[config.mk]
export PLATFORM = sky130hd
export DESIGN_NAME = json_string_unescape_utf8_unit
export DESIGN_NICKNAME = d
export VERILOG_FILES = /design/src/sv/jsu_pkg.sv /design/src/sv/jsu_decode.sv /design/src/sv/json_string_unescape_utf8_unit.sv
export SDC_FILE = /design/constraint.sdc
export NUM_CORES = 1
export LEC_CHECK = 0
export BUFFER_PORTS_ARGS = -buffer_cell sky130_fd_sc_hd__buf_2
export CAP_MARGIN = 10
export CORE_MARGIN = 10
export CORE_UTILIZATION = 60
export DETAILED_ROUTE_END_ITERATION = 8
export PLACE_DENSITY = 0.79
export SLEW_MARGIN = 20
export SYNTH_ARGS = -nofsm -noshare
export SYNTH_HDL_FRONTEND = slang
export SYNTH_HIERARCHICAL = 1
export SYNTH_SLANG_ARGS = --single-unit
[constraint.sdc]
create_clock -name clk_i -period 6.33 [get_ports clk_i]
set_input_delay 0.3165 -clock clk_i [delete_from_list [all_inputs] [get_ports clk_i]]
set_output_delay 0.3165 -clock clk_i [all_outputs]
set_load 0.01 [all_outputs]
[src/sv/jsu_pkg.sv]
package jsu_pkg;

  typedef enum logic [2:0] {
    MODE_IDLE    = 3'd0,
    MODE_BODY    = 3'd1,
    MODE_ESC     = 3'd2,
    MODE_HEX1    = 3'd3,
    MODE_HIGH    = 3'd4,
    MODE_HIGHESC = 3'd5,
    MODE_HEX2    = 3'd6
  } mode_e;

  typedef enum logic [1:0] {
    TERM_NONE   = 2'd0,
    TERM_CLOSED = 2'd1,
    TERM_FAILED = 2'd2
  } term_e;

  typedef struct packed {
    mode_e       mode;
    logic [15:0] hex_value;
    logic [1:0]  hex_count;
    logic [15:0] high_half;
    logic        bad_mark;
  } state_t;

  typedef struct packed {
    logic [3:0][7:0] bytes;
    logic [2:0]      nbyte;
    term_e           term;
  } batch_t;

  typedef struct packed {
    logic [3:0][7:0] bytes;
    logic [2:0]      len;
  } utf8_t;

  typedef struct packed {
    logic       ok;
    logic [3:0] value;
  } hex_t;

  localparam logic [7:0] CHAR_QUOTE  = 8'h22;
  localparam logic [7:0] CHAR_BSLASH = 8'h5C;
  localparam logic [7:0] CHAR_U      = 8'h75;

  localparam logic [15:0] HIGH_FIRST = 16'hD800;
  localparam logic [15:0] HIGH_LAST  = 16'hDBFF;
  localparam logic [15:0] LOW_FIRST  = 16'hDC00;
  localparam logic [15:0] LOW_LAST   = 16'hDFFF;
  localparam logic [20:0] PLANE1_BASE = 21'h010000;

  localparam state_t STATE_RESET = '{
    mode:      MODE_IDLE,
    hex_value: 16'h0000,
    hex_count: 2'd0,
    high_half: 16'h0000,
    bad_mark:  1'b0
  };

  function automatic hex_t hex_digit(input logic [7:0] b);
    hex_t r;
    r.ok    = 1'b0;
    r.value = b[3:0];
    if (b >= 8'h30 && b <= 8'h39) begin
      r.ok = 1'b1;
    end else if ((b >= 8'h61 && b <= 8'h66) || (b >= 8'h41 && b <= 8'h46)) begin
      r.ok    = 1'b1;
      r.value = b[3:0] + 4'd9;
    end
    return r;
  endfunction

  function automatic logic [7:0] escape_map(input logic [7:0] b);
    logic [7:0] r;
    unique case (b)
      8'h6E: r = 8'h0A;
      8'h74: r = 8'h09;
      8'h72: r = 8'h0D;
      8'h62: r = 8'h08;
      8'h66: r = 8'h0C;
      default: r = b;
    endcase
    return r;
  endfunction

  function automatic utf8_t utf8_encode(input logic [20:0] cp);
    utf8_t r;
    r.bytes = '0;
    if (cp < 21'h000080) begin
      r.len      = 3'd1;
      r.bytes[0] = cp[7:0];
    end else if (cp < 21'h000800) begin
      r.len      = 3'd2;
      r.bytes[0] = 8'hC0 | {3'b000, cp[10:6]};
      r.bytes[1] = 8'h80 | {2'b00, cp[5:0]};
    end else if (cp < 21'h010000) begin
      r.len      = 3'd3;
      r.bytes[0] = 8'hE0 | {4'h0, cp[15:12]};
      r.bytes[1] = 8'h80 | {2'b00, cp[11:6]};
      r.bytes[2] = 8'h80 | {2'b00, cp[5:0]};
    end else begin
      r.len      = 3'd4;
      r.bytes[0] = 8'hF0 | {5'b00000, cp[20:18]};
      r.bytes[1] = 8'h80 | {2'b00, cp[17:12]};
      r.bytes[2] = 8'h80 | {2'b00, cp[11:6]};
      r.bytes[3] = 8'h80 | {2'b00, cp[5:0]};
    end
    return r;
  endfunction

endpackage

[src/sv/jsu_decode.sv]
module jsu_decode (
  input  jsu_pkg::state_t state_i,
  input  logic [7:0]      in_byte_i,
  input  logic            text_end_i,
  output jsu_pkg::state_t state_o,
  output jsu_pkg::batch_t batch_o
);
  import jsu_pkg::*;

  state_t      nxt;
  hex_t        hd;
  logic [15:0] hv_shift;
  logic [20:0] pair_cp;
  logic [20:0] high_part;
  logic [15:0] low_part;
  logic        cp_en;
  logic [20:0] cp;
  logic        byte_en;
  logic [7:0]  byte_val;
  term_e       term;
  logic        done;
  utf8_t       enc;
  logic [2:0]  len;

  assign hd        = hex_digit(in_byte_i);
  assign hv_shift  = {state_i.hex_value[11:0], hd.value};
  assign high_part = ({5'b00000, state_i.high_half} - {5'b00000, HIGH_FIRST}) << 10;
  assign low_part  = hv_shift - LOW_FIRST;
  assign pair_cp   = PLANE1_BASE + high_part + {5'b00000, low_part};

  always_comb begin
    nxt      = state_i;
    cp_en    = 1'b0;
    cp       = '0;
    byte_en  = 1'b0;
    byte_val = '0;
    term     = TERM_NONE;
    done     = 1'b0;

    unique case (state_i.mode)
      MODE_BODY: begin
        if (in_byte_i == CHAR_QUOTE) begin
          term = state_i.bad_mark ? TERM_FAILED : TERM_CLOSED;
          done = 1'b1;
        end else if (in_byte_i == CHAR_BSLASH) begin
          nxt.mode = MODE_ESC;
        end else begin
          byte_en  = 1'b1;
          byte_val = in_byte_i;
        end
      end
      MODE_ESC: begin
        if (in_byte_i == CHAR_U) begin
          nxt.mode      = MODE_HEX1;
          nxt.hex_value = '0;
          nxt.hex_count = '0;
        end else begin
          byte_en  = 1'b1;
          byte_val = escape_map(in_byte_i);
          nxt.mode = MODE_BODY;
        end
      end
      MODE_HEX1: begin
        if (!hd.ok) begin
          byte_en      = 1'b1;
          nxt.bad_mark = 1'b1;
          nxt.mode     = MODE_BODY;
        end else begin
          nxt.hex_value = hv_shift;
          if (state_i.hex_count == 2'd3) begin
            nxt.hex_count = '0;
            if (hv_shift >= HIGH_FIRST && hv_shift <= HIGH_LAST) begin
              nxt.high_half = hv_shift;
              nxt.mode      = MODE_HIGH;
            end else begin
              cp_en    = 1'b1;
              cp       = {5'b00000, hv_shift};
              nxt.mode = MODE_BODY;
            end
          end else begin
            nxt.hex_count = state_i.hex_count + 2'd1;
          end
        end
      end
      MODE_HIGH: begin
        if (in_byte_i == CHAR_BSLASH) begin
          nxt.mode = MODE_HIGHESC;
        end else begin
          cp_en    = 1'b1;
          cp       = {5'b00000, state_i.high_half};
          nxt.mode = MODE_BODY;
          if (in_byte_i == CHAR_QUOTE) begin
            term = state_i.bad_mark ? TERM_FAILED : TERM_CLOSED;
            done = 1'b1;
          end else begin
            byte_en  = 1'b1;
            byte_val = in_byte_i;
          end
        end
      end
      MODE_HIGHESC: begin
        if (in_byte_i == CHAR_U) begin
          nxt.mode      = MODE_HEX2;
          nxt.hex_value = '0;
          nxt.hex_count = '0;
        end else begin
          cp_en    = 1'b1;
          cp       = {5'b00000, state_i.high_half};
          byte_en  = 1'b1;
          byte_val = escape_map(in_byte_i);
          nxt.mode = MODE_BODY;
        end
      end
      MODE_HEX2: begin
        if (!hd.ok) begin
          cp_en        = 1'b1;
          cp           = {5'b00000, state_i.high_half};
          nxt.bad_mark = 1'b1;
          nxt.mode     = MODE_BODY;
        end else begin
          nxt.hex_value = hv_shift;
          if (state_i.hex_count == 2'd3) begin
            nxt.hex_count = '0;
            cp_en         = 1'b1;
            if (hv_shift >= LOW_FIRST && hv_shift <= LOW_LAST &&
                state_i.high_half >= HIGH_FIRST) begin
              cp = pair_cp;
            end else begin
              cp = {5'b00000, state_i.high_half};
            end
            nxt.mode = MODE_BODY;
          end else begin
            nxt.hex_count = state_i.hex_count + 2'd1;
          end
        end
      end
      default: begin
        if (in_byte_i == CHAR_QUOTE && !text_end_i) begin
          nxt.mode = MODE_BODY;
        end else begin
          term = TERM_FAILED;
          done = 1'b1;
        end
      end
    endcase

    // text ends inside the literal: flush pending escape, then fail
    if (text_end_i && !done) begin
      if (nxt.mode == MODE_HEX1) begin
        cp_en = 1'b1;
        cp    = {5'b00000, nxt.hex_value};
      end else if (nxt.mode == MODE_HIGH || nxt.mode == MODE_HIGHESC ||
                   nxt.mode == MODE_HEX2) begin
        cp_en = 1'b1;
        cp    = {5'b00000, nxt.high_half};
      end
      term = TERM_FAILED;
      done = 1'b1;
    end

    if (done) begin
      nxt = STATE_RESET;
    end
  end

  assign enc = utf8_encode(cp);

  always_comb begin
    batch_o.bytes = cp_en ? enc.bytes : '0;
    len           = cp_en ? enc.len : 3'd0;
    if (byte_en) begin
      batch_o.bytes[len[1:0]] = byte_val;
    end
    batch_o.nbyte = len + {2'b00, byte_en};
    batch_o.term  = term;
  end

  assign state_o = nxt;

endmodule

[src/sv/json_string_unescape_utf8_unit.sv]
// the first result of a request is shown in the cycle after the request is accepted
// throughput: one request per cycle while each yields at most one result and out_stall_i is low
// a request yielding several results holds the input stalled while the single result register
// drains them, one result per cycle while out_stall_i is low
// reset: clears all pending results and returns to waiting for an opening quote
module json_string_unescape_utf8_unit (
  input  logic       clk_i,
  input  logic       rst_ni,
  input  logic       in_valid_i,
  output logic       in_stall_o,
  input  logic [7:0] in_byte_i,
  input  logic       text_end_i,
  output logic       out_valid_o,
  input  logic       out_stall_i,
  output logic [7:0] out_byte_o,
  output logic       byte_valid_o,
  output logic       closed_o,
  output logic       failed_o
);
  import jsu_pkg::*;

  state_t          state_q;
  state_t          state_d;
  batch_t          batch_d;
  logic [3:0][7:0] bytes_q;
  logic [2:0]      nbyte_q;
  term_e           term_q;
  logic            last_result;
  logic            in_fire;
  logic            out_fire;

  jsu_decode u_decode (
    .state_i    (state_q),
    .in_byte_i  (in_byte_i),
    .text_end_i (text_end_i),
    .state_o    (state_d),
    .batch_o    (batch_d)
  );

  assign out_valid_o = (nbyte_q != 3'd0) || (term_q != TERM_NONE);
  assign last_result = ((nbyte_q == 3'd1) && (term_q == TERM_NONE)) ||
                       ((nbyte_q == 3'd0) && (term_q != TERM_NONE));
  assign in_stall_o  = out_valid_o && !(last_result && !out_stall_i);
  assign in_fire     = in_valid_i && !in_stall_o;
  assign out_fire    = out_valid_o && !out_stall_i;

  assign byte_valid_o = (nbyte_q != 3'd0);
  assign out_byte_o   = byte_valid_o ? bytes_q[0] : 8'h00;
  assign closed_o     = !byte_valid_o && (term_q == TERM_CLOSED);
  assign failed_o     = !byte_valid_o && (term_q == TERM_FAILED);

  always_ff @(posedge clk_i or negedge rst_ni) begin
    if (!rst_ni) begin
      state_q <= STATE_RESET;
      nbyte_q <= 3'd0;
      term_q  <= TERM_NONE;
    end else if (in_fire) begin
      state_q <= state_d;
      nbyte_q <= batch_d.nbyte;
      term_q  <= batch_d.term;
    end else if (out_fire) begin
      if (nbyte_q != 3'd0) begin
        nbyte_q <= nbyte_q - 3'd1;
      end else begin
        term_q <= TERM_NONE;
      end
    end
  end

  always_ff @(posedge clk_i) begin
    if (in_fire) begin
      bytes_q <= batch_d.bytes;
    end else if (out_fire && (nbyte_q != 3'd0)) begin
      bytes_q <= {8'h00, bytes_q[3:1]};
    end
  end

endmodule

==> impl_summary.md <==
Run status
The run finished with clean final reports.

Layout
Of the cells placed in the final design, the portion with a size suffix greater than 1 is 16.7%. The filler cell count is 935. The multi-input combinational cells in the finished layout cover a total of 0.00428 mm².

The layout overhead on the synthesized area is 5.84%. Leaving out filler cells and counting taps, the final layout contains 881. The register area is 0.00201 mm². The final layout net count is 767.

The antenna diode instance count is 0.

CTS
The longest clock path from root to sink contains 2 buffers. The H-tree generated during clock tree synthesis spans 3 levels. TritonCTS built the clock tree.

The number of buffers added by the clock tree synthesis step is 9. Clock tree synthesis selected as its root buffer the cell sky130_fd_sc_hd__clkbuf_8. The post-CTS setup repair buffer count is 0.

Clock latency on the worst-skew pair, taken at its later pin, is 0.38 ns. The count of cells resized by post-cts repair is 0. The clock-pin slew on the worst setup and hold paths is 0.10 ns.

Counting every sink on the clock net gives 74. The number of buffers inserted for hold repair after clock tree synthesis is 0.

Pwr
The analysis attributes to net switching a power of 0.520 mW. The worst-case IR drop observed on VDD is 0.000270 V. Of the total power, registers draw 44.2%. The leakage power summed over all cells is 2.66 nW. The switching fraction of total power is 33.2%. Per report_power, the clock group accounts for 26.3% of the total. Combinational cells account for 29.5% of the total power. The areal power density over the cells is 225 mW/mm². The internal power consumption is 1.05 mW.

Synth
A synthesized cell averages 8.97 µm². In this run the cell area of the synthesized design comes to 0.00657 mm². The number of warnings issued by yosys is 6.

The post-synthesis instance total is 733. The post-synth net total is 764.

Timing
The post-route minimum period is 5.17 ns. Setup repair after global routing left no endpoint under its margin. The clock arrives with 0.0193 ns of skew. The slew of the pin with the lowest slew margin is 1.04 ns. Setup violations remaining at the end of the flow were counted as 0. The maximum clock rate is 193 MHz.

The number of pins exceeding their max-slew limit in the final report is 0. The part of the cycle the worst path needs is 81.7%. The number of endpoints with negative hold slack in the final report is 0. The setup TNS is 0 ns. Measured against its own limit, the worst slew margin works out to 30.4%.

GRT
The number of global-route vias before repair came to 6007. The overall routing resource usage is 26.0%. The initial antenna violation count is 0.

The remaining global-route overflow is 0. The first global-routing pass estimated 33.0 mm of wire. The largest net degree at the start of global routing is 43.

Worst setup path
STA classifies the critical path endpoint as a flip-flop. The critical path is of the flip-flop to flip-flop type. Data on the critical path is required at its endpoint by 6.47 ns. STA puts the critical path data arrival time at 5.31 ns. The critical path goes through inv_1 > ha_1 > inv_1 > ha_1 > a211oi_1 > o21ai_0 > and3_1 > nor3_1 > mux2_2 > a211oi_1 > or2_2 > o21ai_0 > a2bb2oi_1 > o221ai_1 > mux2_1. The count of buffer and inverter cells on the critical path is 2. The maximum fanout along the worst path is 23.

The slowest stage of the critical path belongs to the cell sky130_fd_sc_hd__a211oi_1. STA classifies the critical path startpoint as a flip-flop. The peak per-stage delay on the critical path is 0.52 ns. On the critical path the largest part of the delay comes from compound AO/OA/AOI/OAI gates.

Placed design
The sum of net half-perimeters after detailed placement is 15.5 mm. The total of buffers placed on input and output ports is 25. At the end of routability-driven placement, the weighted congestion stood at 0.977.

The number of placed instances, taps included is 863.

Route
The first routing iteration left 877 violations. The via count normalized by instance count is 7.16. The count of nets left with antenna violations once routing finished came out at 0. The first detailed-routing pass took 6 iterations. The detailed router placed 6312 vias in this run. After detailed routing, the number of remaining DRC violations is 0. Dividing the detail-routed wire length by the instance count gives 24.2 µm. The final wirelength is 21.3 mm.

Floorplanning
The number of standard-cell rows in the floorplan is 38. The die covers 0.0155 mm². The die outline height is 125 µm. From left edge to right edge, the die measures 125 µm. For this configuration, the core starts out at a cell density of 60.9%.

The core region is 0.0108 mm². In this run the count of I/O pins placed on the die edge is 26.

Run
The reported max-cap violation count is 0.

Min path
The type of the most critical hold path is input pin to asynchronous set/reset pin.
-- cells in the final DEF, fill, tap and decap left out, types with 6 or more instances in the layout --
cell type                   n
sky130_fd_sc_hd__buf_4      7
sky130_fd_sc_hd__nor2b_1   14
sky130_fd_sc_hd__inv_1     19
sky130_fd_sc_hd__xnor2_1   10
sky130_fd_sc_hd__a31oi_1   11
sky130_fd_sc_hd__o21ai_0   33
sky130_fd_sc_hd__and2_1    26
sky130_fd_sc_hd__clkbuf_8  10
sky130_fd_sc_hd__o21a_1    12
sky130_fd_sc_hd__nand4_1    8
sky130_fd_sc_hd__o22ai_1    8
sky130_fd_sc_hd__a22o_1     7
sky130_fd_sc_hd__dfrtp_1   42
sky130_fd_sc_hd__edfxtp_1  32
sky130_fd_sc_hd__nand2_1   59
sky130_fd_sc_hd__nor3b_1    9
sky130_fd_sc_hd__nand3_1   16
sky130_fd_sc_hd__mux2_2    40
sky130_fd_sc_hd__buf_2     25
sky130_fd_sc_hd__nor2_1    61
sky130_fd_sc_hd__mux2i_1    6
sky130_fd_sc_hd__a211oi_1   6
sky130_fd_sc_hd__or2_2      6
sky130_fd_sc_hd__nor3_1    19
sky130_fd_sc_hd__a22oi_1   16
sky130_fd_sc_hd__o211ai_1   6
sky130_fd_sc_hd__nand2b_1   9
sky130_fd_sc_hd__mux2_1    28
sky130_fd_sc_hd__ha_1      17
sky130_fd_sc_hd__a21oi_1   41
-- per-layer routing --
| layer | vias up | global-route usage (%) | part of all wire (%) |
|---|---|---|---|
| li1 | 2793 | - | - |
| met1 | 3048 | 32.0 | 40 |
| met2 | 387 | 43.5 | 48 |
| met3 | 84 | 3.87 | 8.3 |
| met4 | 0 | 12.3 | 4.0 |
| met5 | - | 0 | 0 |
-- power by group through the flow --
stage               Clock, mW  Sequential (mW)  Combinational (mW)
finish                  0.412            0.693               0.462
global route            0.435            0.703               0.503
CTS                     0.415            0.695               0.459
detailed placement          0            0.706               0.454
global placement            0            0.701               0.430
floorplan                   0            0.689               0.332
-- cell type report --
cell class / instances / area share (%)
repair buffers: 34 / 2.93
clock buffers: 10 / 1.98
clock inverters: 6 / 1.06
flip-flops and latches: 74 / 28.9
well taps: 140 / 2.52
inverters: 19 / 1.03
multi-input cells: 598 / 61.6
-- final timing paths --
| path | from | to | slack, ns | cells after the start |
|---|---|---|---|---|
| min in group clk_i | out_stall_i | term_q[0] | 0.37 | 3 |
| setup / recovery | state_q[25] | bytes_q[0] | 1.16 | 15 |
| hold / removal | rst_ni | state_q[4] | 0.13 | 1 |
| setup reg to reg | state_q[25] | bytes_q[0] | 1.16 | 15 |
| max in group asynchronous | rst_ni | state_q[16] | 5.56 | 1 |
| hold reg to reg | state_q[32] | state_q[32] | 0.50 | 1 |
-- flip-flops by register name, indices dropped and copies added, names as in the netlist --
register	cells
state_q	37
bytes_q	32
nbyte_q	3
term_q	2
-- metrics by stage --
step | area (µm²) | hold WS, ns | power, mW | worst slack, ns | utilization (%)
after CTS | 6930 | 0.138 | 1.57 | 1.18 | 64.2
after global routing | 6960 | 0.164 | 1.64 | 0.995 | 64.5
after global placement | 6720 | 0.469 | 1.13 | 1.04 | 62.3
final | 6960 | 0.125 | 1.57 | 1.16 | 64.5
after detailed placement | 6720 | 0.475 | 1.16 | 0.954 | 62.3
after floorplan | 6570 | 0.0209 | 1.02 | 1.93 | -
Power figures use the tool's default switching activity.
